## config.mk

```make
export PLATFORM = sky130hd
export DESIGN_NAME = modbus_rtu_read_master_framer_core_flat
export DESIGN_NICKNAME = d
export VERILOG_FILES = /design/src/sv/mrf_pkg.sv /design/src/sv/mrf_if.sv /design/src/sv/mrf_front.sv /design/src/sv/mrf_cmd_queue.sv /design/src/sv/mrf_back.sv /design/src/sv/modbus_rtu_read_master_framer_core.sv /design/src/flat_wrapper.sv
export VERILOG_INCLUDE_DIRS = /design/src /design/src/sv
export SDC_FILE = /design/constraint.sdc
export NUM_CORES = 1
export LEC_CHECK = 0
export BUFFER_PORTS_ARGS = -buffer_cell sky130_fd_sc_hd__buf_4
export CAP_MARGIN = 25
export CORE_AREA = 2 2 173 175
export CTS_BUF_LIST = sky130_fd_sc_hd__clkbuf_4
export DETAILED_ROUTE_END_ITERATION = 16
export DIE_AREA = 0 0 175 177
export GPL_ROUTABILITY_DRIVEN = 0
export PLACE_DENSITY = 0.78
export REMOVE_ABC_BUFFERS = 1
export SYNTH_ARGS = -nofsm -noshare
export SYNTH_HDL_FRONTEND = slang
export SYNTH_SLANG_ARGS = --single-unit
```

## constraint.sdc

```tcl
create_clock -name i_clk -period 12.5 [get_ports i_clk]
set_input_delay 0 -clock i_clk [delete_from_list [all_inputs] [get_ports i_clk]]
set_output_delay 0 -clock i_clk [all_outputs]
set_load 0.05 [all_outputs]
```

## src/sv/modbus_rtu_read_master_framer_core_defines.svh

```systemverilog
// Assertion macros shared by the framer RTL.
`ifndef MODBUS_RTU_READ_MASTER_FRAMER_CORE_DEFINES_SVH
`define MODBUS_RTU_READ_MASTER_FRAMER_CORE_DEFINES_SVH

`ifndef ASSERT_OFF
// Clocked check, quiet while reset is held
`define MRF_ASSERT(lbl, clk, rst_n, prop, msg) \
    lbl: assert property (@(posedge clk) disable iff (!rst_n) prop) else $error(msg);
// Clocked check that also holds during reset
`define MRF_ASSERT_ALWAYS(lbl, clk, prop, msg) \
    lbl: assert property (@(posedge clk) prop) else $error(msg);
`else
`define MRF_ASSERT(lbl, clk, rst_n, prop, msg)
`define MRF_ASSERT_ALWAYS(lbl, clk, prop, msg)
`endif

`endif

```

## src/sv/mrf_pkg.sv

```systemverilog
`default_nettype none

package mrf_pkg;

    // Input item kinds
    localparam logic IN_REQUEST   = 1'b0;
    localparam logic IN_RESP_BYTE = 1'b1;

    // Result kinds
    localparam logic [1:0] KIND_TX     = 2'd0;
    localparam logic [1:0] KIND_DATA   = 2'd1;
    localparam logic [1:0] KIND_STATUS = 2'd2;

    // Response status codes
    localparam logic [1:0] ST_OK       = 2'd0;
    localparam logic [1:0] ST_SHORT    = 2'd1;
    localparam logic [1:0] ST_MISMATCH = 2'd2;
    localparam logic [1:0] ST_COUNT    = 2'd3;

    // CRC-16/MODBUS
    localparam logic [15:0] CRC_INIT = 16'hFFFF;
    localparam logic [15:0] CRC_POLY = 16'hA001;

    // Shortest valid response, and width used for position compares
    localparam int MIN_RESPONSE = 7;
    localparam int CMP_W        = 10;
    localparam int DATA_OFFSET  = 3;

    // Command queue between front and back
    localparam int Q_DEPTH = 4;
    localparam int Q_PTR_W = $clog2(Q_DEPTH);

    typedef struct packed {
        logic        is_req;
        logic [7:0]  addr;
        logic [7:0]  func;
        logic [15:0] start_reg;
        logic [15:0] reg_count;
        logic [7:0]  data;
        logic        has_data;
        logic        has_status;
        logic [1:0]  status;
    } t_cmd;

    // One byte through the reflected CRC, bit at a time
    function automatic logic [15:0] crc16_byte(input logic [15:0] crc, input logic [7:0] b);
        logic [15:0] c;
        c = crc ^ {8'h00, b};
        for (int i = 0; i < 8; i++) begin
            c = c[0] ? ((c >> 1) ^ CRC_POLY) : (c >> 1);
        end
        return c;
    endfunction

endpackage

`default_nettype wire

```

## src/sv/mrf_if.sv

```systemverilog
`default_nettype none

// Request channel
interface mrf_in_if;
    logic        valid;
    logic        ready;
    logic        kind;
    logic [7:0]  slave_address;
    logic [7:0]  function_code;
    logic [15:0] start_register;
    logic [15:0] register_count;
    logic [7:0]  rx_byte;
    logic        rx_last;

    modport source (
        output valid, kind, slave_address, function_code, start_register,
               register_count, rx_byte, rx_last,
        input  ready
    );
    modport sink (
        input  valid, kind, slave_address, function_code, start_register,
               register_count, rx_byte, rx_last,
        output ready
    );
endinterface

// Result channel
interface mrf_out_if;
    logic       valid;
    logic       ready;
    logic [1:0] out_kind;
    logic [7:0] out_byte;
    logic       run_last;
    logic [1:0] resp_status;

    modport source (
        output valid, out_kind, out_byte, run_last, resp_status,
        input  ready
    );
    modport sink (
        input  valid, out_kind, out_byte, run_last, resp_status,
        output ready
    );
endinterface

`default_nettype wire

```

## src/sv/mrf_front.sv

```systemverilog
`default_nettype none

module mrf_front #(
    parameter int RX_BUFFER_BYTES = 64
) (
    input  wire logic   i_clk,
    input  wire logic   i_rst_n,
    mrf_in_if.sink      i_req,
    input  wire logic   i_full,
    output logic        o_push,
    output mrf_pkg::t_cmd o_cmd
);
    import mrf_pkg::*;

    localparam int PW = $clog2(RX_BUFFER_BYTES + 1);

    logic [7:0]    r_exp_addr, n_exp_addr;
    logic [7:0]    r_exp_func, n_exp_func;
    logic [PW-1:0] r_rx_pos, n_rx_pos;
    logic [7:0]    r_data_count, n_data_count;
    logic          r_mismatch, n_mismatch;

    assign i_req.ready = !i_full;

    // Classify the request and update the response tracking state
    always_comb begin
        logic [CMP_W-1:0] data_end;
        data_end     = CMP_W'(r_data_count) + CMP_W'(DATA_OFFSET);
        n_exp_addr   = r_exp_addr;
        n_exp_func   = r_exp_func;
        n_rx_pos     = r_rx_pos;
        n_data_count = r_data_count;
        n_mismatch   = r_mismatch;
        o_cmd        = '0;
        o_push       = 1'b0;
        if (i_req.valid && i_req.ready) begin
            if (i_req.kind == IN_REQUEST) begin
                n_exp_addr      = i_req.slave_address;
                n_exp_func      = i_req.function_code;
                n_rx_pos        = '0;
                n_data_count    = '0;
                n_mismatch      = 1'b0;
                o_cmd.is_req    = 1'b1;
                o_cmd.addr      = i_req.slave_address;
                o_cmd.func      = i_req.function_code;
                o_cmd.start_reg = i_req.start_register;
                o_cmd.reg_count = i_req.register_count;
                o_push          = 1'b1;
            end else begin
                o_cmd.data = i_req.rx_byte;
                if (r_rx_pos < PW'(RX_BUFFER_BYTES)) begin
                    n_rx_pos = r_rx_pos + PW'(1);
                    if (r_rx_pos == PW'(0)) begin
                        if (i_req.rx_byte != r_exp_addr) n_mismatch = 1'b1;
                    end else if (r_rx_pos == PW'(1)) begin
                        if (i_req.rx_byte != r_exp_func) n_mismatch = 1'b1;
                    end else if (r_rx_pos == PW'(2)) begin
                        n_data_count = i_req.rx_byte;
                    end else if (CMP_W'(r_rx_pos) < data_end) begin
                        o_cmd.has_data = 1'b1;
                    end
                end
                // Last byte: judge the response, then start over
                if (i_req.rx_last) begin
                    o_cmd.has_status = 1'b1;
                    if (CMP_W'(n_rx_pos) < CMP_W'(MIN_RESPONSE)) begin
                        o_cmd.status = ST_SHORT;
                    end else if (n_mismatch) begin
                        o_cmd.status = ST_MISMATCH;
                    end else if (CMP_W'(n_data_count) + CMP_W'(DATA_OFFSET)
                                 > CMP_W'(n_rx_pos)) begin
                        o_cmd.status = ST_COUNT;
                    end else begin
                        o_cmd.status = ST_OK;
                    end
                    n_rx_pos     = '0;
                    n_data_count = '0;
                    n_mismatch   = 1'b0;
                end
                o_push = o_cmd.has_data || o_cmd.has_status;
            end
        end
    end

    always_ff @(posedge i_clk) begin
        if (!i_rst_n) begin
            r_exp_addr   <= '0;
            r_exp_func   <= '0;
            r_rx_pos     <= '0;
            r_data_count <= '0;
            r_mismatch   <= 1'b0;
        end else begin
            r_exp_addr   <= n_exp_addr;
            r_exp_func   <= n_exp_func;
            r_rx_pos     <= n_rx_pos;
            r_data_count <= n_data_count;
            r_mismatch   <= n_mismatch;
        end
    end

endmodule

`default_nettype wire

```

## src/sv/mrf_cmd_queue.sv

```systemverilog
`default_nettype none

module mrf_cmd_queue (
    input  wire logic          i_clk,
    input  wire logic          i_rst_n,
    input  wire logic          i_push,
    input  wire mrf_pkg::t_cmd i_data,
    output logic               o_full,
    input  wire logic          i_pop,
    output logic               o_empty,
    output mrf_pkg::t_cmd      o_head
);
    import mrf_pkg::*;

    t_cmd                 r_slot [Q_DEPTH];
    logic [Q_PTR_W-1:0]   r_wr_ptr, r_rd_ptr;
    logic [Q_PTR_W:0]     r_count;

    assign o_full  = (r_count == (Q_PTR_W + 1)'(Q_DEPTH));
    assign o_empty = (r_count == '0);
    assign o_head  = r_slot[r_rd_ptr];

    // Entry storage
    always_ff @(posedge i_clk) begin
        if (i_push) r_slot[r_wr_ptr] <= i_data;
    end

    // Pointers and fill level
    always_ff @(posedge i_clk) begin
        if (!i_rst_n) begin
            r_wr_ptr <= '0;
            r_rd_ptr <= '0;
            r_count  <= '0;
        end else begin
            if (i_push) r_wr_ptr <= r_wr_ptr + Q_PTR_W'(1);
            if (i_pop)  r_rd_ptr <= r_rd_ptr + Q_PTR_W'(1);
            if (i_push && !i_pop)      r_count <= r_count + (Q_PTR_W + 1)'(1);
            else if (!i_push && i_pop) r_count <= r_count - (Q_PTR_W + 1)'(1);
        end
    end

endmodule

`default_nettype wire

```

## src/sv/mrf_back.sv

```systemverilog
`default_nettype none

module mrf_back (
    input  wire logic          i_clk,
    input  wire logic          i_rst_n,
    input  wire mrf_pkg::t_cmd i_head,
    input  wire logic          i_empty,
    output logic               o_pop,
    mrf_out_if.source          o_rsp
);
    import mrf_pkg::*;

    // Frame byte positions
    localparam logic [2:0] STEP_ADDR   = 3'd0;
    localparam logic [2:0] STEP_FUNC   = 3'd1;
    localparam logic [2:0] STEP_REG_HI = 3'd2;
    localparam logic [2:0] STEP_REG_LO = 3'd3;
    localparam logic [2:0] STEP_CNT_HI = 3'd4;
    localparam logic [2:0] STEP_CNT_LO = 3'd5;
    localparam logic [2:0] STEP_CRC_LO = 3'd6;
    localparam logic [2:0] STEP_CRC_HI = 3'd7;

    t_cmd        r_cur;
    logic        r_active;
    logic [2:0]  r_step;
    logic [15:0] r_crc;

    logic        r_out_valid;
    logic [1:0]  r_out_kind;
    logic [7:0]  r_out_byte;
    logic        r_out_last;
    logic [1:0]  r_out_status;

    logic        w_can_emit, w_fin;
    logic [1:0]  w_kind;
    logic [7:0]  w_byte;
    logic        w_run_last, w_last_cmd;
    logic [1:0]  w_status;
    logic [15:0] w_crc_next;

    assign w_can_emit = r_active && (!r_out_valid || o_rsp.ready);
    assign w_fin      = w_can_emit && w_last_cmd;
    assign o_pop      = !i_empty && (!r_active || w_fin);

    // Result for the current step of the command
    always_comb begin
        w_kind     = KIND_STATUS;
        w_byte     = 8'h00;
        w_run_last = 1'b1;
        w_last_cmd = 1'b1;
        w_status   = ST_OK;
        if (r_cur.is_req) begin
            w_kind     = KIND_TX;
            w_run_last = (r_step == STEP_CRC_HI);
            w_last_cmd = (r_step == STEP_CRC_HI);
            case (r_step)
                STEP_ADDR:   w_byte = r_cur.addr;
                STEP_FUNC:   w_byte = r_cur.func;
                STEP_REG_HI: w_byte = r_cur.start_reg[15:8];
                STEP_REG_LO: w_byte = r_cur.start_reg[7:0];
                STEP_CNT_HI: w_byte = r_cur.reg_count[15:8];
                STEP_CNT_LO: w_byte = r_cur.reg_count[7:0];
                STEP_CRC_LO: w_byte = r_crc[7:0];
                default:     w_byte = r_crc[15:8];
            endcase
        end else if (r_cur.has_data && (r_step == STEP_ADDR)) begin
            w_kind     = KIND_DATA;
            w_byte     = r_cur.data;
            w_run_last = !r_cur.has_status;
            w_last_cmd = !r_cur.has_status;
        end else begin
            w_status = r_cur.status;
        end
    end

    // CRC runs over the six header bytes as they go out
    assign w_crc_next = crc16_byte((r_step == STEP_ADDR) ? CRC_INIT : r_crc, w_byte);

    // Sequencer and output register
    always_ff @(posedge i_clk) begin
        if (!i_rst_n) begin
            r_active    <= 1'b0;
            r_step      <= '0;
            r_out_valid <= 1'b0;
        end else begin
            if (o_pop) begin
                r_active <= 1'b1;
                r_step   <= '0;
            end else if (w_fin) begin
                r_active <= 1'b0;
            end else if (w_can_emit) begin
                r_step <= r_step + 3'd1;
            end
            if (w_can_emit)        r_out_valid <= 1'b1;
            else if (o_rsp.ready)  r_out_valid <= 1'b0;
        end
    end

    // Payload registers
    always_ff @(posedge i_clk) begin
        if (o_pop) r_cur <= i_head;
        if (w_can_emit && r_cur.is_req && (r_step <= STEP_CNT_LO)) r_crc <= w_crc_next;
        if (w_can_emit) begin
            r_out_kind   <= w_kind;
            r_out_byte   <= w_byte;
            r_out_last   <= w_run_last;
            r_out_status <= w_status;
        end
    end

    assign o_rsp.valid       = r_out_valid;
    assign o_rsp.out_kind    = r_out_kind;
    assign o_rsp.out_byte    = r_out_byte;
    assign o_rsp.run_last    = r_out_last;
    assign o_rsp.resp_status = r_out_status;

endmodule

`default_nettype wire

```

## src/sv/modbus_rtu_read_master_framer_core.sv

```systemverilog
// Channel   Modport   Moves
// i_req     sink      read request or one received response byte
// o_rsp     source    frame byte, response data byte or response status
//
// A read request yields eight frame bytes from the back-end byte sequencer, one per
// cycle while o_rsp is not stalled; a response byte yields zero, one or two results.
// The front end takes one item per cycle while the 4-entry command queue has room.
// Reset is synchronous and active low; it clears the response tracking,
// the queue and the output register. No clearing pass follows reset.
// A stalled output holds the back end only; the front keeps filling the queue.
`default_nettype none
`include "modbus_rtu_read_master_framer_core_defines.svh"

module modbus_rtu_read_master_framer_core #(
    parameter int RX_BUFFER_BYTES = 64
) (
    input  wire logic i_clk,
    input  wire logic i_rst_n,
    mrf_in_if.sink    i_req,
    mrf_out_if.source o_rsp
);
    import mrf_pkg::*;

    t_cmd w_cmd, w_head;
    logic w_push, w_full, w_pop, w_empty;

    // Accept and classify
    mrf_front #(
        .RX_BUFFER_BYTES(RX_BUFFER_BYTES)
    ) u_front (
        .i_clk   (i_clk),
        .i_rst_n (i_rst_n),
        .i_req   (i_req),
        .i_full  (w_full),
        .o_push  (w_push),
        .o_cmd   (w_cmd)
    );

    // Decoupling queue
    mrf_cmd_queue u_queue (
        .i_clk   (i_clk),
        .i_rst_n (i_rst_n),
        .i_push  (w_push),
        .i_data  (w_cmd),
        .o_full  (w_full),
        .i_pop   (w_pop),
        .o_empty (w_empty),
        .o_head  (w_head)
    );

    // Emit results
    mrf_back u_back (
        .i_clk   (i_clk),
        .i_rst_n (i_rst_n),
        .i_head  (w_head),
        .i_empty (w_empty),
        .o_pop   (w_pop),
        .o_rsp   (o_rsp)
    );

    `MRF_ASSERT(a_no_overflow, i_clk, i_rst_n, w_push |-> !w_full, "queue push while full")
    `MRF_ASSERT(a_no_underflow, i_clk, i_rst_n, w_pop |-> !w_empty, "queue pop while empty")
    `MRF_ASSERT(a_status_last, i_clk, i_rst_n, (o_rsp.valid && o_rsp.out_kind == KIND_STATUS) |-> o_rsp.run_last, "status result not marked last")
    `MRF_ASSERT_ALWAYS(a_reset_idle, i_clk, !i_rst_n |=> !o_rsp.valid, "output valid after reset")

endmodule

`default_nettype wire
```

## src/flat_wrapper.sv

```systemverilog
// flat-port wrapper written by rule: the top's interface ports become plain ports
module modbus_rtu_read_master_framer_core_flat import mrf_pkg::*;
#(
    parameter int RX_BUFFER_BYTES = 64
)
  (i_clk, i_rst_n, i_req_valid, i_req_kind, i_req_slave_address, i_req_function_code, i_req_start_register, i_req_register_count, i_req_rx_byte, i_req_rx_last, i_req_ready, o_rsp_valid, o_rsp_out_kind, o_rsp_out_byte, o_rsp_run_last, o_rsp_resp_status, o_rsp_ready);
  mrf_in_if i_req_i ();
  mrf_out_if o_rsp_i ();
  input  wire logic i_clk;
  input  wire logic i_rst_n;
  input wire logic [$bits(i_req_i.valid)-1:0] i_req_valid;
  input wire logic [$bits(i_req_i.kind)-1:0] i_req_kind;
  input wire logic [$bits(i_req_i.slave_address)-1:0] i_req_slave_address;
  input wire logic [$bits(i_req_i.function_code)-1:0] i_req_function_code;
  input wire logic [$bits(i_req_i.start_register)-1:0] i_req_start_register;
  input wire logic [$bits(i_req_i.register_count)-1:0] i_req_register_count;
  input wire logic [$bits(i_req_i.rx_byte)-1:0] i_req_rx_byte;
  input wire logic [$bits(i_req_i.rx_last)-1:0] i_req_rx_last;
  output wire logic [$bits(i_req_i.ready)-1:0] i_req_ready;
  output wire logic [$bits(o_rsp_i.valid)-1:0] o_rsp_valid;
  output wire logic [$bits(o_rsp_i.out_kind)-1:0] o_rsp_out_kind;
  output wire logic [$bits(o_rsp_i.out_byte)-1:0] o_rsp_out_byte;
  output wire logic [$bits(o_rsp_i.run_last)-1:0] o_rsp_run_last;
  output wire logic [$bits(o_rsp_i.resp_status)-1:0] o_rsp_resp_status;
  input wire logic [$bits(o_rsp_i.ready)-1:0] o_rsp_ready;
  assign i_req_i.valid = i_req_valid;
  assign i_req_i.kind = i_req_kind;
  assign i_req_i.slave_address = i_req_slave_address;
  assign i_req_i.function_code = i_req_function_code;
  assign i_req_i.start_register = i_req_start_register;
  assign i_req_i.register_count = i_req_register_count;
  assign i_req_i.rx_byte = i_req_rx_byte;
  assign i_req_i.rx_last = i_req_rx_last;
  assign i_req_ready = i_req_i.ready;
  assign o_rsp_valid = o_rsp_i.valid;
  assign o_rsp_out_kind = o_rsp_i.out_kind;
  assign o_rsp_out_byte = o_rsp_i.out_byte;
  assign o_rsp_run_last = o_rsp_i.run_last;
  assign o_rsp_resp_status = o_rsp_i.resp_status;
  assign o_rsp_i.ready = o_rsp_ready;
  modbus_rtu_read_master_framer_core #(.RX_BUFFER_BYTES(RX_BUFFER_BYTES)) u_core (.i_clk(i_clk), .i_rst_n(i_rst_n), .i_req(i_req_i), .o_rsp(o_rsp_i));
endmodule
```

==> metrics.md <==
| Metric | Value |
|---|---|
| Worst setup SP type | flip-flop |
| Maxcap violations | 0 |
| CTS Buffer Depth | 3 |
| Post-synth ARST share | 0% |
| Post-route ant nets | 0 |
| Max FO, Critical Path | 24 |
| Final setup viols | 0 |
| Final period utilization | about a third |
| CTS clk-pin slew, worst paths | 0.07 ns |
| Initial DRC Count | roughly 730 |
| Clock latency on the worst-skew pair | 0.71 ns |
| Fill cell count | roughly 2100 |
| Critical Path RT | about 13 ns |
| Least-Margin Pin Slew | between 1 and 1.5 ns |
| Area added between synthesis and finish | 18.4% |
| DRC viols | 0 |
| GRT Resource Usage Total | between 20 and 25% |
| DP Wirelength | 19.0 mm |
| Synth warn | 0 |
| Die Y | between 150 and 200 um |
| Synth Instances | roughly 950 |
| Pin count of the biggest net entering global routing | between 60 and 70 |
| Number of global-route vias before repair | ~9700 |
| Arrival time at the worst endpoint | around 4.7 ns |
| First-pass GRT wire length | around 53 mm |
| Post-CTS Repair Setup Buffers | 0 |
| Pre-antenna DRT Iters | 5 |
| Clk root buf | clkbuf_4 |
| CTS tree | yes |
| Max-slew headroom | between 30% and 40% |
| Hold Path Class | in -> reg |
| CTS H-tree depth | 3 |
| Setup TNS | 0 ns |
| Io pins | 77 |
| Avg Cell Area, Syn | 16.7 sq um |
| Slowest stage delay, CP | approximately 0.97 ns |
| Netlist cell types | between 60 and 70 |
| Worst path top cell family by delay | XOR/XNOR gates |
| Placed cells | 1375 |
| Fin nets | between 1000 and 1500 |
| Unrepaired setup endpoints after global routing | false |
| Seq/Total Area, Yosys | between 60% and 70% |
| Core ar. | 29200 sq um |
| Crit-path slowest cell | dfxtp_1 |
| Worst Skew | ~0.041 ns |
| Leakage power | 6.72 nW |
| DR vias | about 9100 |
| Row count | 63 |
| CP bufs+invs | 1 |
| Final WS setup | around 8.3 ns |
| Crit. End Element | flip-flop |
| Design area | around 19000 sq um |
| Final Hold Viols | 0 |
| Initial Util | 54.1% |
| Placed Area | 16800 sq um |
| Synthesis-stage register bit count | about 380 |
| Most used cell, CP | xnor2_1 |
| Achievable Freq | roughly 0.24 GHz |
| Result of the run | completed |
| Die area | 31000 sq um |
| Critical path class | reg -> reg |
| Layout cells sized above 1 | 27.5% |
| Cell breakdown of the critical path | inv_1 > ha_1 > or4_1 > o21ai_0 > a21oi_1 > a21oi_2 > xnor2_1 > xnor2_2 > xnor3_2 > xor2_2 > xnor2_1 |
| Max Transition Viols Final | 0 |
| Vias per cell | 5.67 |
| Final wirelength | around 33 mm |
| Power Density | around 220 nW/um^2 |
| Period minus WS final | 4.22 ns |
| Post-Syn Area | ~16000 sq um |
| Total congestion overflow | 0 |
| Synth Flop Type | edfxtp_1 |
| TritonCTS Sinks | 378 |
| Non-Filler Instances | between 1500 and 2000 |
| IO Port Bufs | 76 |
| Antenna violations before repair | 1 |
| Wire per inst | roughly 20 um |
| Peak VDD IR | ~0.00016 V |
| CTS buffer count | 93 |
| Pre-CTS setup slack | about 8.3 ns |
| Post-synth EDFFs | between 300 and 400 |
| Chip width | about 180 um |
-- placed cells by master (no fill, tap or decap), drive strengths merged, types with 16 or more instances in the layout --
cell / instances
nand2: 19
a21oi: 16
and3: 58
nor2: 36
ha: 30
and2: 36
inv: 21
buf: 87
xor2: 28
xnor2: 35
dfxtp: 44
dlygate4sd3: 69
o21a: 27
edfxtp: 334
mux4: 61
clkbuf: 150
o21ai: 23
-- synth_stat cells, types with 4 or more instances --
master    count  share of area, %
dfxtp_1      44               5.6
nand2_1      19              0.45
mux4_2       61               8.7
nand3_1       8              0.25
nand4_1       6              0.24
and2_1       36               1.4
or2_2         5              0.20
edfxtp_1    334                63
a21oi_1      14              0.44
a222oi_1      4              0.25
inv_1        21              0.50
nor2b_1      15              0.59
mux2_2        8              0.57
o21ai_0      21              0.66
o22ai_1       4              0.16
xnor2_1      33               1.8
clkbuf_1     45               1.1
o21a_1       27               1.3
nor2_1       35              0.83
and3_1       58               2.3
a22oi_1      10              0.47
mux2i_1      11              0.70
xor2_1       27               1.5
ha_1         30               2.4
a221oi_1      9              0.50
nor3_1        4              0.13
-- worst paths after layout --
kind | cells past startpoint | slack, ns | startpoint | end
worst max-delay path | 11 | 8.28 | u_core.u_back.r_step[2]$_SDFFE_PP0P_ | u_core.u_back.r_crc[0]$_DFFE_PP_
worst min-delay path | 3 | 0.24 | i_req_start_register[7] | u_core.u_queue.r_slot[0][35]$_DFFE_PP_
worst max register to register | 11 | 8.28 | u_core.u_back.r_step[2]$_SDFFE_PP0P_ | u_core.u_back.r_crc[0]$_DFFE_PP_
worst min register to register | 1 | 0.51 | u_core.u_back.r_crc[13]$_DFFE_PP_ | u_core.u_back.r_crc[5]$_SDFFCE_PP1P_
-- cells by family (layout without fill, tap and decap cells) --
family | after synthesis | after routing | synth area share, %
DFF | 378 | 378 | 69.0
and+or+nand+nor | 199 | 199 | 7.07
AOI/OAI and AO/OA | 121 | 121 | 5.51
muxes | 83 | 83 | 10.2
buffers and inverters | 72 | 342 | 1.78
xor gates and xnor gates | 65 | 65 | 4.00
adders and majority gates | 31 | 31 | 2.50
other | 0 | 1 | 0
-- worst reg2reg max path: stages (launching register included) --
cell     delay [ns]
dfxtp_1        0.97
inv_1          0.35
ha_1           0.45
or4_1          0.58
o21ai_0        0.18
a21oi_1        0.08
a21oi_2        0.23
xnor2_1        0.19
xnor2_2        0.15
xnor3_2        0.48
xor2_2         0.20
xnor2_1        0.14
-- layer usage --
metal  GRT usage, %  wire length (um)
met5              0                 0
met4           7.12               584
met2           37.6             16500
met3           4.81              2160
met1           28.9             13400
-- report_power, final --
part	total (W)	switching, W	internal [W]	leakage, nW
Combinational	0.00109	0.000598	0.000494	2.54
Sequential	0.00189	0.000138	0.00175	3.43
Clock	0.00106	0.000460	0.000600	0.754
-- sequential cells by signal, summed over array words and instances, names as in the netlist, 3 cells and up --
register,count
u_core.u_front.r_exp_addr,8
u_core.u_back.o_rsp.out_byte,8
u_core.u_queue.r_slot,244
u_core.u_back.r_cur,61
u_core.u_queue.r_count,3
u_core.u_front.r_exp_func,8
u_core.u_front.r_data_count,8
u_core.u_back.r_step,3
u_core.u_back.r_crc,16
u_core.u_front.r_rx_pos,7
-- layout make-up --
class / count / area (sq um) / share of cell area, %
antenna: 1 / 2.50 / 0.0134
clock inverter: 15 / 136 / 0.729
sequential: 378 / 10900 / 58.3
clock buffer: 150 / 1130 / 6.02
multi-input combinational: 499 / 4630 / 24.7
inverter: 21 / 78.8 / 0.421
timing repair buffer: 156 / 1340 / 7.18
tap: 390 / 488 / 2.61
-- stage by stage --
step / hold WS (ns) / utilization [%] / total power (W)
finish: 0.237 / 64.0 / 0.00404
global route: 0.208 / 64.0 / 0.00425
CTS: 0.176 / 64.0 / 0.00408
detailed placement: 0.348 / 57.3 / 0.00300
global placement: 0.330 / 57.3 / 0.00297
floorplan: 0.117 / - / 0.00269
-- repair_timing --
| item | 4_1_cts | 5_1_grt |
|---|---|---|
| gates resized for setup | 0 | 0 |
| hold buffers | 69 | 0 |
| hold endpoints to repair | 292 | 0 |
No activity file was read; power rests on OpenSTA's default activity.
